<file path="src/hw/rtl/lpfp_pkg.sv">
// ----------------------------------------------------------------------------
// lpfp_pkg
// types and constants shared by the length prefixed frame parser
// ----------------------------------------------------------------------------
package lpfp_pkg;

   localparam int MaxTokensDefault = 16;
   localparam logic [30:0] LengthLimitReset = 31'h7fff_ffff;

   // framing characters
   localparam logic [7:0] CharHash  = 8'h23;
   localparam logic [7:0] CharCaret = 8'h5e;
   localparam logic [7:0] CharAmp   = 8'h26;
   localparam logic [7:0] CharCr    = 8'h0d;
   localparam logic [7:0] CharLf    = 8'h0a;
   localparam logic [7:0] CharZero  = 8'h30;
   localparam logic [7:0] CharNine  = 8'h39;

   typedef enum logic [2:0] {
      PH_IDLE,
      PH_HDR_DIGITS,
      PH_HDR_LF,
      PH_TOK_MARK,
      PH_TOK_DIGITS,
      PH_TOK_DATA,
      PH_END_LF,
      PH_ERROR
   } phase_type;

   typedef enum logic [2:0] {
      EV_FRAMING    = 3'd0,
      EV_TOKEN_DATA = 3'd1,
      EV_EMPTY_TOK  = 3'd2,
      EV_FRAME_DONE = 3'd3,
      EV_ERROR      = 3'd4
   } event_type;

   typedef enum logic [3:0] {
      ERR_NONE          = 4'd0,
      ERR_BAD_START     = 4'd1,
      ERR_NO_DIGITS     = 4'd2,
      ERR_OVER_LIMIT    = 4'd3,
      ERR_BAD_HDR_END   = 4'd4,
      ERR_BODY_SHORT    = 4'd5,
      ERR_BAD_TOK_MARK  = 4'd6,
      ERR_TOK_TRUNC     = 4'd7,
      ERR_TOK_PAST_BODY = 4'd8,
      ERR_TOO_MANY_TOKS = 4'd9,
      ERR_BAD_FRAME_END = 4'd10
   } err_type;

   typedef struct packed {
      logic [7:0] data_byte;
      logic       restart;
   } req_type;

   typedef struct packed {
      logic [2:0] event_res;
      logic [7:0] token_byte;
      logic [7:0] token_index;
      logic       token_end;
      logic [8:0] token_count;
      logic [3:0] error_code;
   } rsp_type;

endpackage

</file>
<file path="src/hw/rtl/length_prefixed_frame_parser_core.sv">
// ----------------------------------------------------------------------------
// length_prefixed_frame_parser_core
// byte-wide parser for '#' <len> CR LF { '^' <len> '&' <data> } CR LF frames
// ----------------------------------------------------------------------------
// path: req word into the input register, rsp word from the result register
// throughput: one word per cycle while not stalled; the parse state update
//   is a single pass of logic between the input and result registers
// reset: synchronous, active high; parser returns to waiting for '#',
//   length_limit returns to its maximum, both word registers empty
// ----------------------------------------------------------------------------
module length_prefixed_frame_parser_core
   import lpfp_pkg::*;
#(
   parameter int MAX_TOKENS = MaxTokensDefault
) (
   input  logic        clock,
   input  logic        reset,
   // request words, one stream byte each
   input  logic        req_valid,
   output logic        req_stall,
   input  req_type     req_data,
   // response words, one per request word
   output logic        rsp_valid,
   input  logic        rsp_stall,
   output rsp_type     rsp_data,
   // length limit register write
   input  logic        csr_valid,
   output logic        csr_ready,
   input  logic [30:0] csr_data
);

   localparam logic [8:0] MaxTokensC = 9'(MAX_TOKENS);

   // configuration
   logic [30:0] limit_ff;

   // pipeline registers
   logic        in_valid_ff;
   req_type     in_word_ff;
   logic        rsp_valid_ff;
   rsp_type     rsp_word_ff;
   rsp_type     rsp_word_in;

   // parse state
   phase_type   phase_ff, phase_in;
   logic [30:0] acc_ff, acc_in;
   logic        seen_ff, seen_in;
   logic [30:0] body_ff, body_in;
   logic [30:0] tok_left_ff, tok_left_in;
   logic [8:0]  count_ff, count_in;

   logic        advance;
   logic        step;

   // the result stage moves when it is empty or its word is taken
   assign advance   = !rsp_valid_ff || !rsp_stall;
   assign step      = in_valid_ff && advance;
   assign req_stall = in_valid_ff && !advance;
   assign rsp_valid = rsp_valid_ff;
   assign rsp_data  = rsp_word_ff;
   assign csr_ready = 1'b1;

   // ---------------- input register ----------------
   always_ff @(posedge clock) begin
      if (reset) begin
         in_valid_ff <= 1'b0;
      end else if (!req_stall) begin
         in_valid_ff <= req_valid;
      end
   end

   always_ff @(posedge clock) begin
      if (!req_stall && req_valid) begin
         in_word_ff <= req_data;
      end
   end

   // ---------------- parse logic ----------------
   logic [7:0]  b;
   logic        is_digit;
   logic [34:0] digit_sum;
   logic        over_limit;
   logic [30:0] body_dec;
   logic [30:0] tok_dec;
   phase_type   cur_phase;

   assign b         = in_word_ff.data_byte;
   assign is_digit  = (b >= CharZero) && (b <= CharNine);
   // acc * 10 + digit, as shift-adds
   assign digit_sum = {1'b0, acc_ff, 3'b000} + {3'b000, acc_ff, 1'b0}
                      + {31'd0, b[3:0]};
   assign over_limit = digit_sum > {4'd0, limit_ff};
   assign body_dec   = body_ff - 31'd1;
   assign tok_dec    = tok_left_ff - 31'd1;
   // restart forces this byte to be parsed as a frame start
   assign cur_phase  = in_word_ff.restart ? PH_IDLE : phase_ff;

   always_comb begin
      phase_in    = cur_phase;
      acc_in      = acc_ff;
      seen_in     = seen_ff;
      body_in     = body_ff;
      tok_left_in = tok_left_ff;
      count_in    = count_ff;
      rsp_word_in = '0;

      unique case (cur_phase)
         PH_IDLE: begin
            if (b != CharHash) begin
               phase_in               = PH_ERROR;
               rsp_word_in.event_res  = EV_ERROR;
               rsp_word_in.error_code = ERR_BAD_START;
            end else begin
               acc_in   = '0;
               seen_in  = 1'b0;
               phase_in = PH_HDR_DIGITS;
            end
         end

         PH_HDR_DIGITS: begin
            if (is_digit) begin
               if (over_limit) begin
                  phase_in               = PH_ERROR;
                  rsp_word_in.event_res  = EV_ERROR;
                  rsp_word_in.error_code = ERR_OVER_LIMIT;
               end else begin
                  acc_in  = digit_sum[30:0];
                  seen_in = 1'b1;
               end
            end else if (!seen_ff) begin
               phase_in               = PH_ERROR;
               rsp_word_in.event_res  = EV_ERROR;
               rsp_word_in.error_code = ERR_NO_DIGITS;
            end else if (b != CharCr) begin
               phase_in               = PH_ERROR;
               rsp_word_in.event_res  = EV_ERROR;
               rsp_word_in.error_code = ERR_BAD_HDR_END;
            end else begin
               phase_in = PH_HDR_LF;
            end
         end

         PH_HDR_LF: begin
            if (b != CharLf) begin
               phase_in               = PH_ERROR;
               rsp_word_in.event_res  = EV_ERROR;
               rsp_word_in.error_code = ERR_BAD_HDR_END;
            end else if (acc_ff < 31'd2) begin
               // body must at least hold the closing CR LF
               phase_in               = PH_ERROR;
               rsp_word_in.event_res  = EV_ERROR;
               rsp_word_in.error_code = ERR_BODY_SHORT;
            end else begin
               body_in  = acc_ff;
               count_in = '0;
               phase_in = PH_TOK_MARK;
            end
         end

         PH_TOK_MARK: begin
            if (body_ff <= 31'd2) begin
               // only the closing CR LF remains
               if (b != CharCr) begin
                  phase_in               = PH_ERROR;
                  rsp_word_in.event_res  = EV_ERROR;
                  rsp_word_in.error_code = ERR_BAD_FRAME_END;
               end else begin
                  body_in  = 31'd1;
                  phase_in = PH_END_LF;
               end
            end else if (b != CharCaret) begin
               phase_in               = PH_ERROR;
               rsp_word_in.event_res  = EV_ERROR;
               rsp_word_in.error_code = ERR_BAD_TOK_MARK;
            end else begin
               body_in  = body_dec;
               acc_in   = '0;
               seen_in  = 1'b0;
               phase_in = PH_TOK_DIGITS;
            end
         end

         PH_TOK_DIGITS: begin
            if (body_ff <= 31'd2) begin
               // token header ran into the closing CR LF
               phase_in               = PH_ERROR;
               rsp_word_in.event_res  = EV_ERROR;
               rsp_word_in.error_code = seen_ff ? ERR_TOK_TRUNC : ERR_NO_DIGITS;
            end else if (is_digit) begin
               if (over_limit) begin
                  phase_in               = PH_ERROR;
                  rsp_word_in.event_res  = EV_ERROR;
                  rsp_word_in.error_code = ERR_OVER_LIMIT;
               end else begin
                  acc_in  = digit_sum[30:0];
                  seen_in = 1'b1;
                  body_in = body_dec;
               end
            end else if (!seen_ff) begin
               phase_in               = PH_ERROR;
               rsp_word_in.event_res  = EV_ERROR;
               rsp_word_in.error_code = ERR_NO_DIGITS;
            end else if (b != CharAmp) begin
               phase_in               = PH_ERROR;
               rsp_word_in.event_res  = EV_ERROR;
               rsp_word_in.error_code = ERR_BAD_TOK_MARK;
            end else begin
               body_in = body_dec;
               if (acc_ff > body_dec - 31'd2) begin
                  phase_in               = PH_ERROR;
                  rsp_word_in.event_res  = EV_ERROR;
                  rsp_word_in.error_code = ERR_TOK_PAST_BODY;
               end else if (count_ff >= MaxTokensC) begin
                  phase_in               = PH_ERROR;
                  rsp_word_in.event_res  = EV_ERROR;
                  rsp_word_in.error_code = ERR_TOO_MANY_TOKS;
               end else begin
                  tok_left_in = acc_ff;
                  if (acc_ff == '0) begin
                     rsp_word_in.event_res   = EV_EMPTY_TOK;
                     rsp_word_in.token_index = count_ff[7:0];
                     count_in                = count_ff + 9'd1;
                     phase_in                = PH_TOK_MARK;
                  end else begin
                     phase_in = PH_TOK_DATA;
                  end
               end
            end
         end

         PH_TOK_DATA: begin
            tok_left_in             = tok_dec;
            body_in                 = body_dec;
            rsp_word_in.event_res   = EV_TOKEN_DATA;
            rsp_word_in.token_byte  = b;
            rsp_word_in.token_index = count_ff[7:0];
            if (tok_dec == '0) begin
               rsp_word_in.token_end = 1'b1;
               count_in              = count_ff + 9'd1;
               phase_in              = PH_TOK_MARK;
            end
         end

         PH_END_LF: begin
            if (b != CharLf) begin
               phase_in               = PH_ERROR;
               rsp_word_in.event_res  = EV_ERROR;
               rsp_word_in.error_code = ERR_BAD_FRAME_END;
            end else begin
               body_in                 = '0;
               rsp_word_in.event_res   = EV_FRAME_DONE;
               rsp_word_in.token_count = count_ff;
               phase_in                = PH_IDLE;
            end
         end

         PH_ERROR: begin
            // ignore bytes until restart
            phase_in = PH_ERROR;
         end

         default: begin
            phase_in = PH_ERROR;
         end
      endcase
   end

   // ---------------- state registers ----------------
   always_ff @(posedge clock) begin
      if (reset) begin
         phase_ff    <= PH_IDLE;
         acc_ff      <= '0;
         seen_ff     <= 1'b0;
         body_ff     <= '0;
         tok_left_ff <= '0;
         count_ff    <= '0;
      end else if (step) begin
         phase_ff    <= phase_in;
         acc_ff      <= acc_in;
         seen_ff     <= seen_in;
         body_ff     <= body_in;
         tok_left_ff <= tok_left_in;
         count_ff    <= count_in;
      end
   end

   // ---------------- result register ----------------
   always_ff @(posedge clock) begin
      if (reset) begin
         rsp_valid_ff <= 1'b0;
      end else if (advance) begin
         rsp_valid_ff <= in_valid_ff;
      end
   end

   always_ff @(posedge clock) begin
      if (step) begin
         rsp_word_ff <= rsp_word_in;
      end
   end

   // ---------------- length limit register ----------------
   always_ff @(posedge clock) begin
      if (reset) begin
         limit_ff <= LengthLimitReset;
      end else if (csr_valid && csr_ready) begin
         limit_ff <= csr_data;
      end
   end

endmodule

</file>
<file path="config.mk">
export PLATFORM = sky130hd
export DESIGN_NAME = length_prefixed_frame_parser_core
export DESIGN_NICKNAME = d
export VERILOG_FILES = /design/src/hw/rtl/lpfp_pkg.sv /design/src/hw/rtl/length_prefixed_frame_parser_core.sv
export SDC_FILE = /design/constraint.sdc
export NUM_CORES = 1
export LEC_CHECK = 0
export BUFFER_PORTS_ARGS = -buffer_cell sky130_fd_sc_hd__buf_2
export CAP_MARGIN = 10
export CORE_UTILIZATION = 40
export CTS_CLUSTER_SIZE = 14
export DETAILED_ROUTE_END_ITERATION = 12
export PLACE_DENSITY_LB_ADDON = 0.08
export SLEW_MARGIN = 20
export SYNTH_ARGS = -nofsm -noshare
export SYNTH_HDL_FRONTEND = slang
export SYNTH_SLANG_ARGS = --single-unit
</file>
<file path="constraint.sdc">
create_clock -name clock -period 11 [get_ports clock]
set_input_delay 2.2 -clock clock [delete_from_list [all_inputs] [get_ports clock]]
set_output_delay 2.2 -clock clock [all_outputs]
set_load 0.005 [all_outputs]
</file>
**After elaboration in Yosys (flattened, before gate mapping)**

Cells that the tools add are included.

- Flip-flop bits (word level): 181
- Input bits: 45
- Output and inout port bits: 36
- Logic and storage cells: 194

- $add $sub $neg: 6
- Order comparisons: 7
- Equal/unequal tests: 31
- Mux-type cells: 111
- Bitwise logic cells: 1
- Reduce and logical (&&, ||, !) cells: 21

Operators by type and width:

| kind | number |
|---|---|
| $mux 31 | 23 |
| $pmux 31 s5 | 1 |
| $pmux 31 s4 | 1 |
| $mux 3 | 41 |
| $mux 9 | 10 |
| $logic_not 31->1 | 2 |
| $pmux 31 s2 | 1 |
| $sub 31x1->31 const B | 2 |
| $mux 8 | 7 |
| $mux 4 | 9 |
| $add 34x32->35 | 1 |
| $add 35x4->35 | 1 |
| $gt 35x31->1 | 1 |
| $gt 31x31->1 | 1 |
| $le 31x2->1 const B | 1 |
| $lt 31x2->1 const B | 1 |
| $sub 31x2->31 const B | 1 |
| $ne 2x2->1 const B | 14 |
| $pmux 9 s3 | 1 |
| $pmux 3 s8 | 1 |
| $pmux 4 s6 | 1 |
| $pmux 3 s7 | 1 |
| $ne 8x4->1 const B | 2 |
| $ne 8x6->1 const B | 2 |
| other kinds (27) | 51 |

**Longest topological paths before layout**

Gate-level depths: netlist of the first run.

- Depth in word-level cells: 9
- Depth in mapped cells: 29
- Gate-level depth less buffers: 25

**Worst setup path before layout of the first run**

OpenSTA, ideal clock, no wires.

- Path kind: register to register
- Start point: register in_word_ff (netlist bit b[3])
- End point: register acc_ff[0]
- Data arrival time: 6,136 ps
- Required time: 10,930 ps
- Slack: 4,794 ps
- Stages on the path, launching flop included: 28
- Path buffers: 3
- Clock period less this slack: 6,206 ps
- Cell sequence: edfxtp_1 -> fa_1 -> ha_1 -> a211oi_1 -> o21bai_1 -> o2111ai_1 -> nand3_1 -> a221o_1 -> a41o_1 -> or3_1 -> o21ai_0 -> o21ai_0 -> xor2_1 -> ha_1 -> o21ai_0 -> nor2_1 -> nor4_1 -> o21ai_0 -> nor3_1 -> a31oi_1 -> a311o_1 -> or4_1 -> clkbuf_1 -> a21oi_1 -> clkbuf_1 -> buf_2 -> nand3_1 -> a21oi_1

- Word-level cells in the longest chain between the ends: 6

Ends and longest elaborated chain:

| item | RTL line | RTL |
|---|---|---|
| from (decl) | length_prefixed_frame_parser_core.sv:39 | `req_type in_word_ff;` |
| from (signal assigned) | length_prefixed_frame_parser_core.sv:74 | `in_word_ff <= req_data;` |
| $add 35x4->35 | length_prefixed_frame_parser_core.sv:91 | `+ {31'd0, b[3:0]};` |
| $gt 35x31->1 | length_prefixed_frame_parser_core.sv:92 | `assign over_limit = digit_sum > {4'd0, limit_ff};` |
| $mux 31 (3 in series) | -- |  |
| $pmux 31 s4 | -- |  |
| to (signal assigned) | length_prefixed_frame_parser_core.sv:279 | `acc_ff <= acc_in;` |
| to (decl) | length_prefixed_frame_parser_core.sv:46 | `logic [30:0] acc_ff, acc_in;` |

Several ways; a longest one is shown, not always the timed one. The select of a mux whose other input is x is not followed.
A chain may end at the register's enable or synchronous reset.

**Worst setup path after layout of the first run**

- Start point: register acc_ff[2]
- End point: register acc_ff[29]

- Word-level cells in the longest chain between the ends: 7

Ends and longest elaborated chain:

| item | RTL line | RTL |
|---|---|---|
| $add 34x32->35 * | length_prefixed_frame_parser_core.sv:90 | `assign digit_sum = {1'b0, acc_ff, 3'b000} + {3'b000, acc_ff, 1'b0}` |
| $add 35x4->35 * | length_prefixed_frame_parser_core.sv:91 |  |
| $gt 35x31->1 | length_prefixed_frame_parser_core.sv:92 |  |
| $mux 31 * | length_prefixed_frame_parser_core.sv:122, length_prefixed_frame_parser_core.sv:190 |  |
| $mux 31 * | length_prefixed_frame_parser_core.sv:121 | `if (is_digit) begin` |
| $mux 31 | length_prefixed_frame_parser_core.sv:184 | `if (body_ff <= 31'd2) begin` |
| $pmux 31 s4 * | length_prefixed_frame_parser_core.sv:107 | `unique case (cur_phase)` |

Every way passes the cells marked *; elsewhere a longest branch is shown, timed or not. The select of a mux whose other input is x is not followed.

==> reports/metrics.yaml, run 1 <==
grt_max_degree: 75
maxClockFrequency_mhz: 130
seq_power_share_pct: 42.8
detail_route.vias_per_cell: 5.81
drive_above_1_share_pct: 8.53
finalSetupTns_ns: 0
run_status: "complete, no violations"
relSlewSlack_pct: 25.0
multiInputGateArea_um2: 8730
cellLeakagePower_nw: 6.31
power.combinational.fraction_pct: 20.5
tightest_slew_ns: 1.12
synth.largest_area_cell: "dfxtp_1"
number_of_clock_sinks_seen_by_cts: 181
final-seq-area_um2: 4040
finish.net_count: 1900
cp_data_arrival_time_ns: 8.05
htreeDepth: 4
crit_path_top_delay_cell: "or4_1"
track_usage_pct: 24.7
die-area_um2: 34300
cts_made_buffers: 17
timing.clock.skew_ns: 0.0121
report.final.hold_viol_count: 0
antenna_viol_nets_final: 0
first_pass_grt_wire_length_um: 65500
ys_seq_area_share_pct: 30.1
die_width_um: 185
ios: 81
synth.cell_area_um2: 13400
min_delay_worst_endpoint: "tok_left_ff[30]$_SDFFE_PP0P_"
worst-path-max-fanout: 56
rr_endpoint: "acc_ff[29]$_SDFFE_PP0P_"
grt_pass1_vias: 11700
final_setup_violation_count: 0
avgRoutedWirePerCell_um: 19.1
synth_cells: 1719
groute.layer.met3.usage_pct: 3.32
dpl.hpwl_um: 29800
initialDrtViolationCount: 969
grt.overflow.total: 0
hold_slack_ns: 0.486
grt.busiest_layer: "met2"
clk_root_buffer_cell: "clkbuf_16"
clock_share_of_power_pct: 36.7
end_kind: "register"
powerDensity_nw_per_um2: 115
syn_avg_cell_area_um2: 7.81
synthDominantCellAreaShare_pct: 20.7
min_from: "tok_left_ff[30]$_SDFFE_PP0P_"
finalWorstSetupSlack_ns: 3.29
std_cell_rows: 66
fp.dieH_um: 185
synth-async-reset-ratio_pct: 0
initial_utilization_pct: 41.0
synth_nets: 1896
synth-main-ff-cell: "dfxtp_1"
globalRouteMet2Util_pct: 40.1
synthDistinctLibCells: 78
worst_skew_pair.late_latency_ns: 0.45
vdd.ir_drop.worst_uv: 102
insertedDiodeCount: 0
ys_ff_latch: 181
dr_total_vias: 12700
place_worst_setup_slack_ns: 3.39
grt.met1_usage_pct: 33.5
drt-pass1-iter-count: 5
area_delta_synth_final_pct: 9.04
reg2regPathDepth: 25
cts_max_path_buffers: 2
min_period_ns: 7.71
cts_setup_buffers: 0
crit_top_cell: "o21ai_0"
worst_hold_path_type: "reg -> reg"
io_buffers: 79
synth_top_cells_by_area: "dfxtp_1, ha_1, edfxtp_1"
reported_max_cap_violation_count: 0
power_switching_mw: 0.529
timing.hold.worst_path_depth: 2
switching_fraction_of_total_power_pct: 31.5
initial_antenna_violation_count: 0
detail_route.drc_violations: 0
layout.filler_cells: 3318
critPathMaxStageDelay_ns: 0.79
core_area_um2: 32800
worstPathRequired_ns: 11.34
hold_buffers: 0
final-max-slew-violation-count: 0
synth-edff-count: 42
critical_path.reg2reg.startpoint: "acc_ff[2]$_SDFFE_PP0P_"
clock_pin_slew_on_the_worst_setup_and_hold_paths_ns: 0.07
internal_power_mw: 1.15
post-route-period-util_pct: 70.1
clock_tree_from_tritoncts: "yes"
routabilityCongestion: 0.934
wl_um: 41500
final_design_area_no_fill_um2: 14600
timing_worst_setup_path_type: "reg -> reg"
postPlaceCellArea_um2: 14100
r2r_setup_slack_ns: 3.29
synthesis.yosys.warnings: 0
cts_resized: 0
startpoint_type: "register"
grt_setup_unrepaired: "no"
-- state kept, by name, indices dropped and copies added, names as in the netlist --
name         flops
b                8
rsp_data        33
acc_ff          31
limit_ff        31
in_valid_ff      1
in_word_ff       1
count_ff         9
phase_ff         3
tok_left_ff     31
rsp_valid        1
body_ff         31
seen_ff          1
-- cells by family (layout without fill, tap and decap cells) --
kind of cell	after synthesis	in the layout	share of synthesized area [%]
simple gates	668	668	23.9
compound gates	467	467	22.0
flops	181	181	30.1
buf+inv	171	188	5.04
fa+ha+maj	132	132	12.4
xor+xnor	96	96	6.26
mux	3	3	0.224
other cells	1	1	0.0279
-- cells in the final DEF (no fill, tap or decap), types with 10 or more instances in the layout --
master	netlist	routed
nand2_1	187	186
nor2_1	162	161
dfxtp_1	139	139
a21oi_1	136	135
ha_1	130	130
o21ai_0	117	116
buf_2	13	79
nand3_1	71	71
nor3_1	71	71
inv_1	60	60
xnor2_1	58	58
edfxtp_1	42	42
a211oi_1	39	39
xor2_1	38	38
o211ai_1	37	37
nand4_1	33	33
and2_1	28	28
a21o_1	22	22
nor4_1	20	20
nand2b_1	19	19
clkbuf_16	0	17
buf_4	3	16
a31oi_1	13	13
or4_1	12	12
o31ai_1	11	11
o32ai_1	11	11
nor2b_1	11	11
or3_1	10	10
-- worst max-delay path, delay by kind of cell (launching register included) --
| kind | cells | cell delay (ns) |
|---|---|---|
| adders and majority gates | 3 | 1.15 |
| buffers and inverters | 1 | 0.45 |
| DFF | 1 | 0.59 |
| and+or+nand+nor | 7 | 2.01 |
| xor gates and xnor gates | 1 | 0.24 |
| AOI/OAI and AO/OA | 13 | 3.12 |
-- routing by layer --
layer	up-vias	share of wire (%)	wire length (µm)
li1	6262	-	-
met1	6003	48	19700
met2	339	46	19000
met3	51	4.5	1880
met4	0	2.2	922
met5	-	0	0
-- how the worst max path moves through the flow --
stage                              end  slack (ns)                    from
6_report       acc_ff[29]$_SDFFE_PP0P_        3.29  acc_ff[2]$_SDFFE_PP0P_
4_1_cts        acc_ff[29]$_SDFFE_PP0P_        3.36  acc_ff[2]$_SDFFE_PP0P_
5_1_grt        acc_ff[25]$_SDFFE_PP0P_        2.83  acc_ff[2]$_SDFFE_PP0P_
3_5_place_dp   acc_ff[29]$_SDFFE_PP0P_        3.39  acc_ff[2]$_SDFFE_PP0P_
2_1_floorplan   acc_ff[0]$_SDFFE_PP0P_        4.79          b[3]$_DFFE_PP_
3_3_place_gp   acc_ff[29]$_SDFFE_PP0P_        3.46  acc_ff[2]$_SDFFE_PP0P_
-- synthesized netlist by cell type, types with 12 or more instances --
master    instances
a31oi_1          13
nand2b_1         19
xnor2_1          58
nand4_1          33
a211oi_1         39
and2_1           28
nand2_1         187
nor3_1           71
a21oi_1         136
inv_1            60
o21ai_0         117
nor4_1           20
edfxtp_1         42
nand3_1          71
or4_1            12
xor2_1           38
o211ai_1         37
dfxtp_1         139
nor2_1          162
a21o_1           22
clkbuf_1         92
ha_1            130
buf_2            13
-- power by group through the flow --
stage	clock network [mW]	registers, mW	logic [mW]
after global placement	0	0.734	0.339
after CTS	0.633	0.718	0.343
after global routing	0.660	0.722	0.385
after detailed placement	0	0.734	0.341
after floorplan	0	0.723	0.264
final	0.615	0.719	0.344
-- cell type report --
cell class,count,share of cell area (%)
well taps,442,3.78
multi-input cells,1367,59.6
flip-flops and latches,181,27.6
clock buffers,19,2.96
clock inverters,13,0.923
inverters,61,1.56
repair buffers,95,3.52
-- per-stage QoR --
step           power (mW)  std cells  util [%]
6_report             1.68       2178      44.7
5_1_grt              1.77       2178      44.7
4_1_cts              1.69       2178      44.7
3_5_place_dp         1.07       2146      42.9
3_3_place_gp         1.07       2146      42.9
2_1_floorplan       0.987       1719         -
(Power assumes the default switching activity.)
==> run 2, diff against run 1 <==
Clock period 11 ns to 6.4 ns, I/O delays scaled along.
==> reports/metrics.yaml, run 2 (synthesized netlist as in run 1, its figures left out) <==
run_status: "complete, no violations"
mostFrequentLayoutCells: "nand2_1, nor2_1, dfxtp_1, a21oi_1, ha_1"
grt_pass1_vias: 12100  # +3.0%
ios: 81  # unchanged
drive_above_1_share_pct: 14.5  # +6.0 points
initial_utilization_pct: 41.0  # unchanged
postPlaceCellArea_um2: 14700  # +4.7%
routabilityCongestion: 0.952  # +1.8%
grt.overflow.total: 0  # unchanged
io_buffers: 79  # unchanged
detail_route.vias_per_cell: 5.76  # -0.94%
finalWorstSetupSlack_ns: 0.144  # -3.15 ns
grt_max_degree: 76  # +1.3%
finish.net_count: 1988  # +4.6%
reported_max_cap_violation_count: 0  # unchanged
clock_tree_from_tritoncts: "yes"
clock_pin_slew_on_the_worst_setup_and_hold_paths_ns: 0.08  # about the same
wl_um: 43100  # +3.9%
powerDensity_nw_per_um2: 193  # +69%
dr_total_vias: 13000  # +3.1%
clk_root_buffer_cell: "clkbuf_16"
die-area_um2: 34300  # unchanged
initialDrtViolationCount: 1010  # +4.2%
worst_skew_pair.late_latency_ns: 0.46  # about the same
relSlewSlack_pct: 32.6  # +7.6 points
place_worst_setup_slack_ns: -0.338  # -3.73 ns
end_kind: "register"
tightest_slew_ns: 1.01  # -0.108 ns
final_design_area_no_fill_um2: 15700  # +7.0%
first_pass_grt_wire_length_um: 67300  # +2.8%
timing.hold.worst_path_depth: 2  # unchanged
finalSetupTns_ns: 0  # unchanged
cellLeakagePower_nw: 6.89  # +9.2%
fp.dieH_um: 185  # unchanged
critical_path.reg2reg.startpoint: "b[3]$_DFFE_PP_"
cp_data_arrival_time_ns: 6.61  # -1.44 ns
insertedDiodeCount: 0  # unchanged
report.final.hold_viol_count: 0  # unchanged
final-max-slew-violation-count: 0  # unchanged
detail_route.drc_violations: 0  # unchanged
reg2regPathDepth: 26  # +4.0%
final_setup_violation_count: 0  # unchanged
die_width_um: 185  # unchanged
vdd.ir_drop.worst_uv: 190  # +87%
core_area_um2: 32800  # unchanged
post-route-period-util_pct: 97.7  # +28 points
utilization_pct: 47.8  # +3.1 points
track_usage_pct: 25.5  # +0.82 points
worstPathRequired_ns: 6.76  # -4.58 ns
avgRoutedWirePerCell_um: 19.0  # -0.13%
cts_max_path_buffers: 2  # unchanged
number_of_clock_sinks_seen_by_cts: 181  # unchanged
largest_reg_flops: 33  # unchanged
min_from: "limit_ff[2]$_SDFFE_PP1P_"
min_delay_worst_endpoint: "limit_ff[2]$_SDFFE_PP1P_"
area_delta_synth_final_pct: 16.7
grt_setup_unrepaired: "yes"
r2r_setup_slack_ns: 0.14  # -3.15 ns
rr_endpoint: "acc_ff[25]$_SDFFE_PP0P_"
htreeDepth: 4  # unchanged
dpl.hpwl_um: 31000  # +4.1%
std_cell_rows: 66  # unchanged
drt-pass1-iter-count: 7  # +2
antenna_viol_nets_final: 0  # unchanged
startpoint_type: "register"
layout.filler_cells: 3330  # +0.36%
hold_slack_ns: 0.487  # +0.00180 ns
hold_buffers: 0  # unchanged
timing.clock.skew_ns: 0.0125  # +0.000339 ns
most_common_library_cell_in_the_layout_ignoring_fill_and_taps: "nand2_1"
initial_antenna_violation_count: 0  # unchanged
timing_worst_setup_path_type: "reg -> reg"
min_period_ns: 6.26  # -1.45 ns
worst-path-max-fanout: 6  # -89%
cts_made_buffers: 17  # unchanged
worst_hold_path_type: "reg -> reg"
maxClockFrequency_mhz: 160  # +23%
run 2: critical path, cell delays in order (launching register included):
cell and delay (ns):
edfxtp_1 0.42, fa_1 0.60, ha_4 0.22, a211oi_2 0.21
o21bai_2 0.11, o2111ai_2 0.24, nand3_1 0.11, a221o_1 0.34
a41o_1 0.27, or3_1 0.33, o21ai_2 0.08, o21ai_1 0.09
xor2_1 0.18, ha_1 0.31, o21ai_1 0.14, nor2_1 0.07
nor4_2 0.25, o21ai_1 0.11, nor3_1 0.15, a31oi_1 0.13
a311o_1 0.38, or4_4 0.59, buf_4 0.17, a21oi_4 0.14
buf_12 0.16, nor2_1 0.07, a22o_1 0.28
run 2: how the worst max path moves through the flow:
stage / from / endpoint / slack, ns
after floorplan: b[3]$_DFFE_PP_ / acc_ff[0]$_SDFFE_PP0P_ / 0.19
after global placement: b[3]$_DFFE_PP_ / body_ff[4]$_SDFFE_PP0P_ / -0.20
after detailed placement: b[3]$_DFFE_PP_ / body_ff[4]$_SDFFE_PP0P_ / -0.34
after CTS: b[3]$_DFFE_PP_ / body_ff[26]$_SDFFE_PP0P_ / 0.0003
after global routing: b[3]$_DFFE_PP_ / acc_ff[1]$_SDFFE_PP0P_ / -0.15
final: b[3]$_DFFE_PP_ / acc_ff[25]$_SDFFE_PP0P_ / 0.14
run 2: final cells by class:
type / instances / area, µm² / area share [%]
flip-flops and latches: 181 / 4050 / 25.8
clock inverters: 15 / 216 / 1.38
repair buffers: 183 / 1330 / 8.50
well taps: 442 / 553 / 3.53
clock buffers: 17 / 425 / 2.71
inverters: 61 / 229 / 1.46
multi-input cells: 1367 / 8870 / 56.6
run 2: what timing repair did:
| item | in CTS | in global routing |
|---|---|---|
| resized for setup | 14 | 50 |
| pin swaps | 11 | 16 |
| setup endpoints to repair | 64 | 118 |
| gates cloned | 2 | 2 |
| setup buffers | 4 | 1 |
run 2: power breakdown:
part	total [mW]	switching, mW	leakage, nW	internal (mW)
registers	1.23	0.0298	1.53	1.20
clock network	1.16	0.582	0.308	0.579
logic	0.635	0.383	5.06	0.251
run 2: per-stage QoR:
stage               instances  power (mW)
floorplan                1719        1.70
global placement         2226        1.86
detailed placement       2226        1.86
CTS                      2264        3.03
global route             2266        3.17
finish                   2266        3.03
run 2: layer usage:
layer  GRT usage, %  share of wire [%]
met1           34.1                 47
met4           7.77                2.1
met3           3.24                4.0
met2           42.5                 47
met5              0                  0
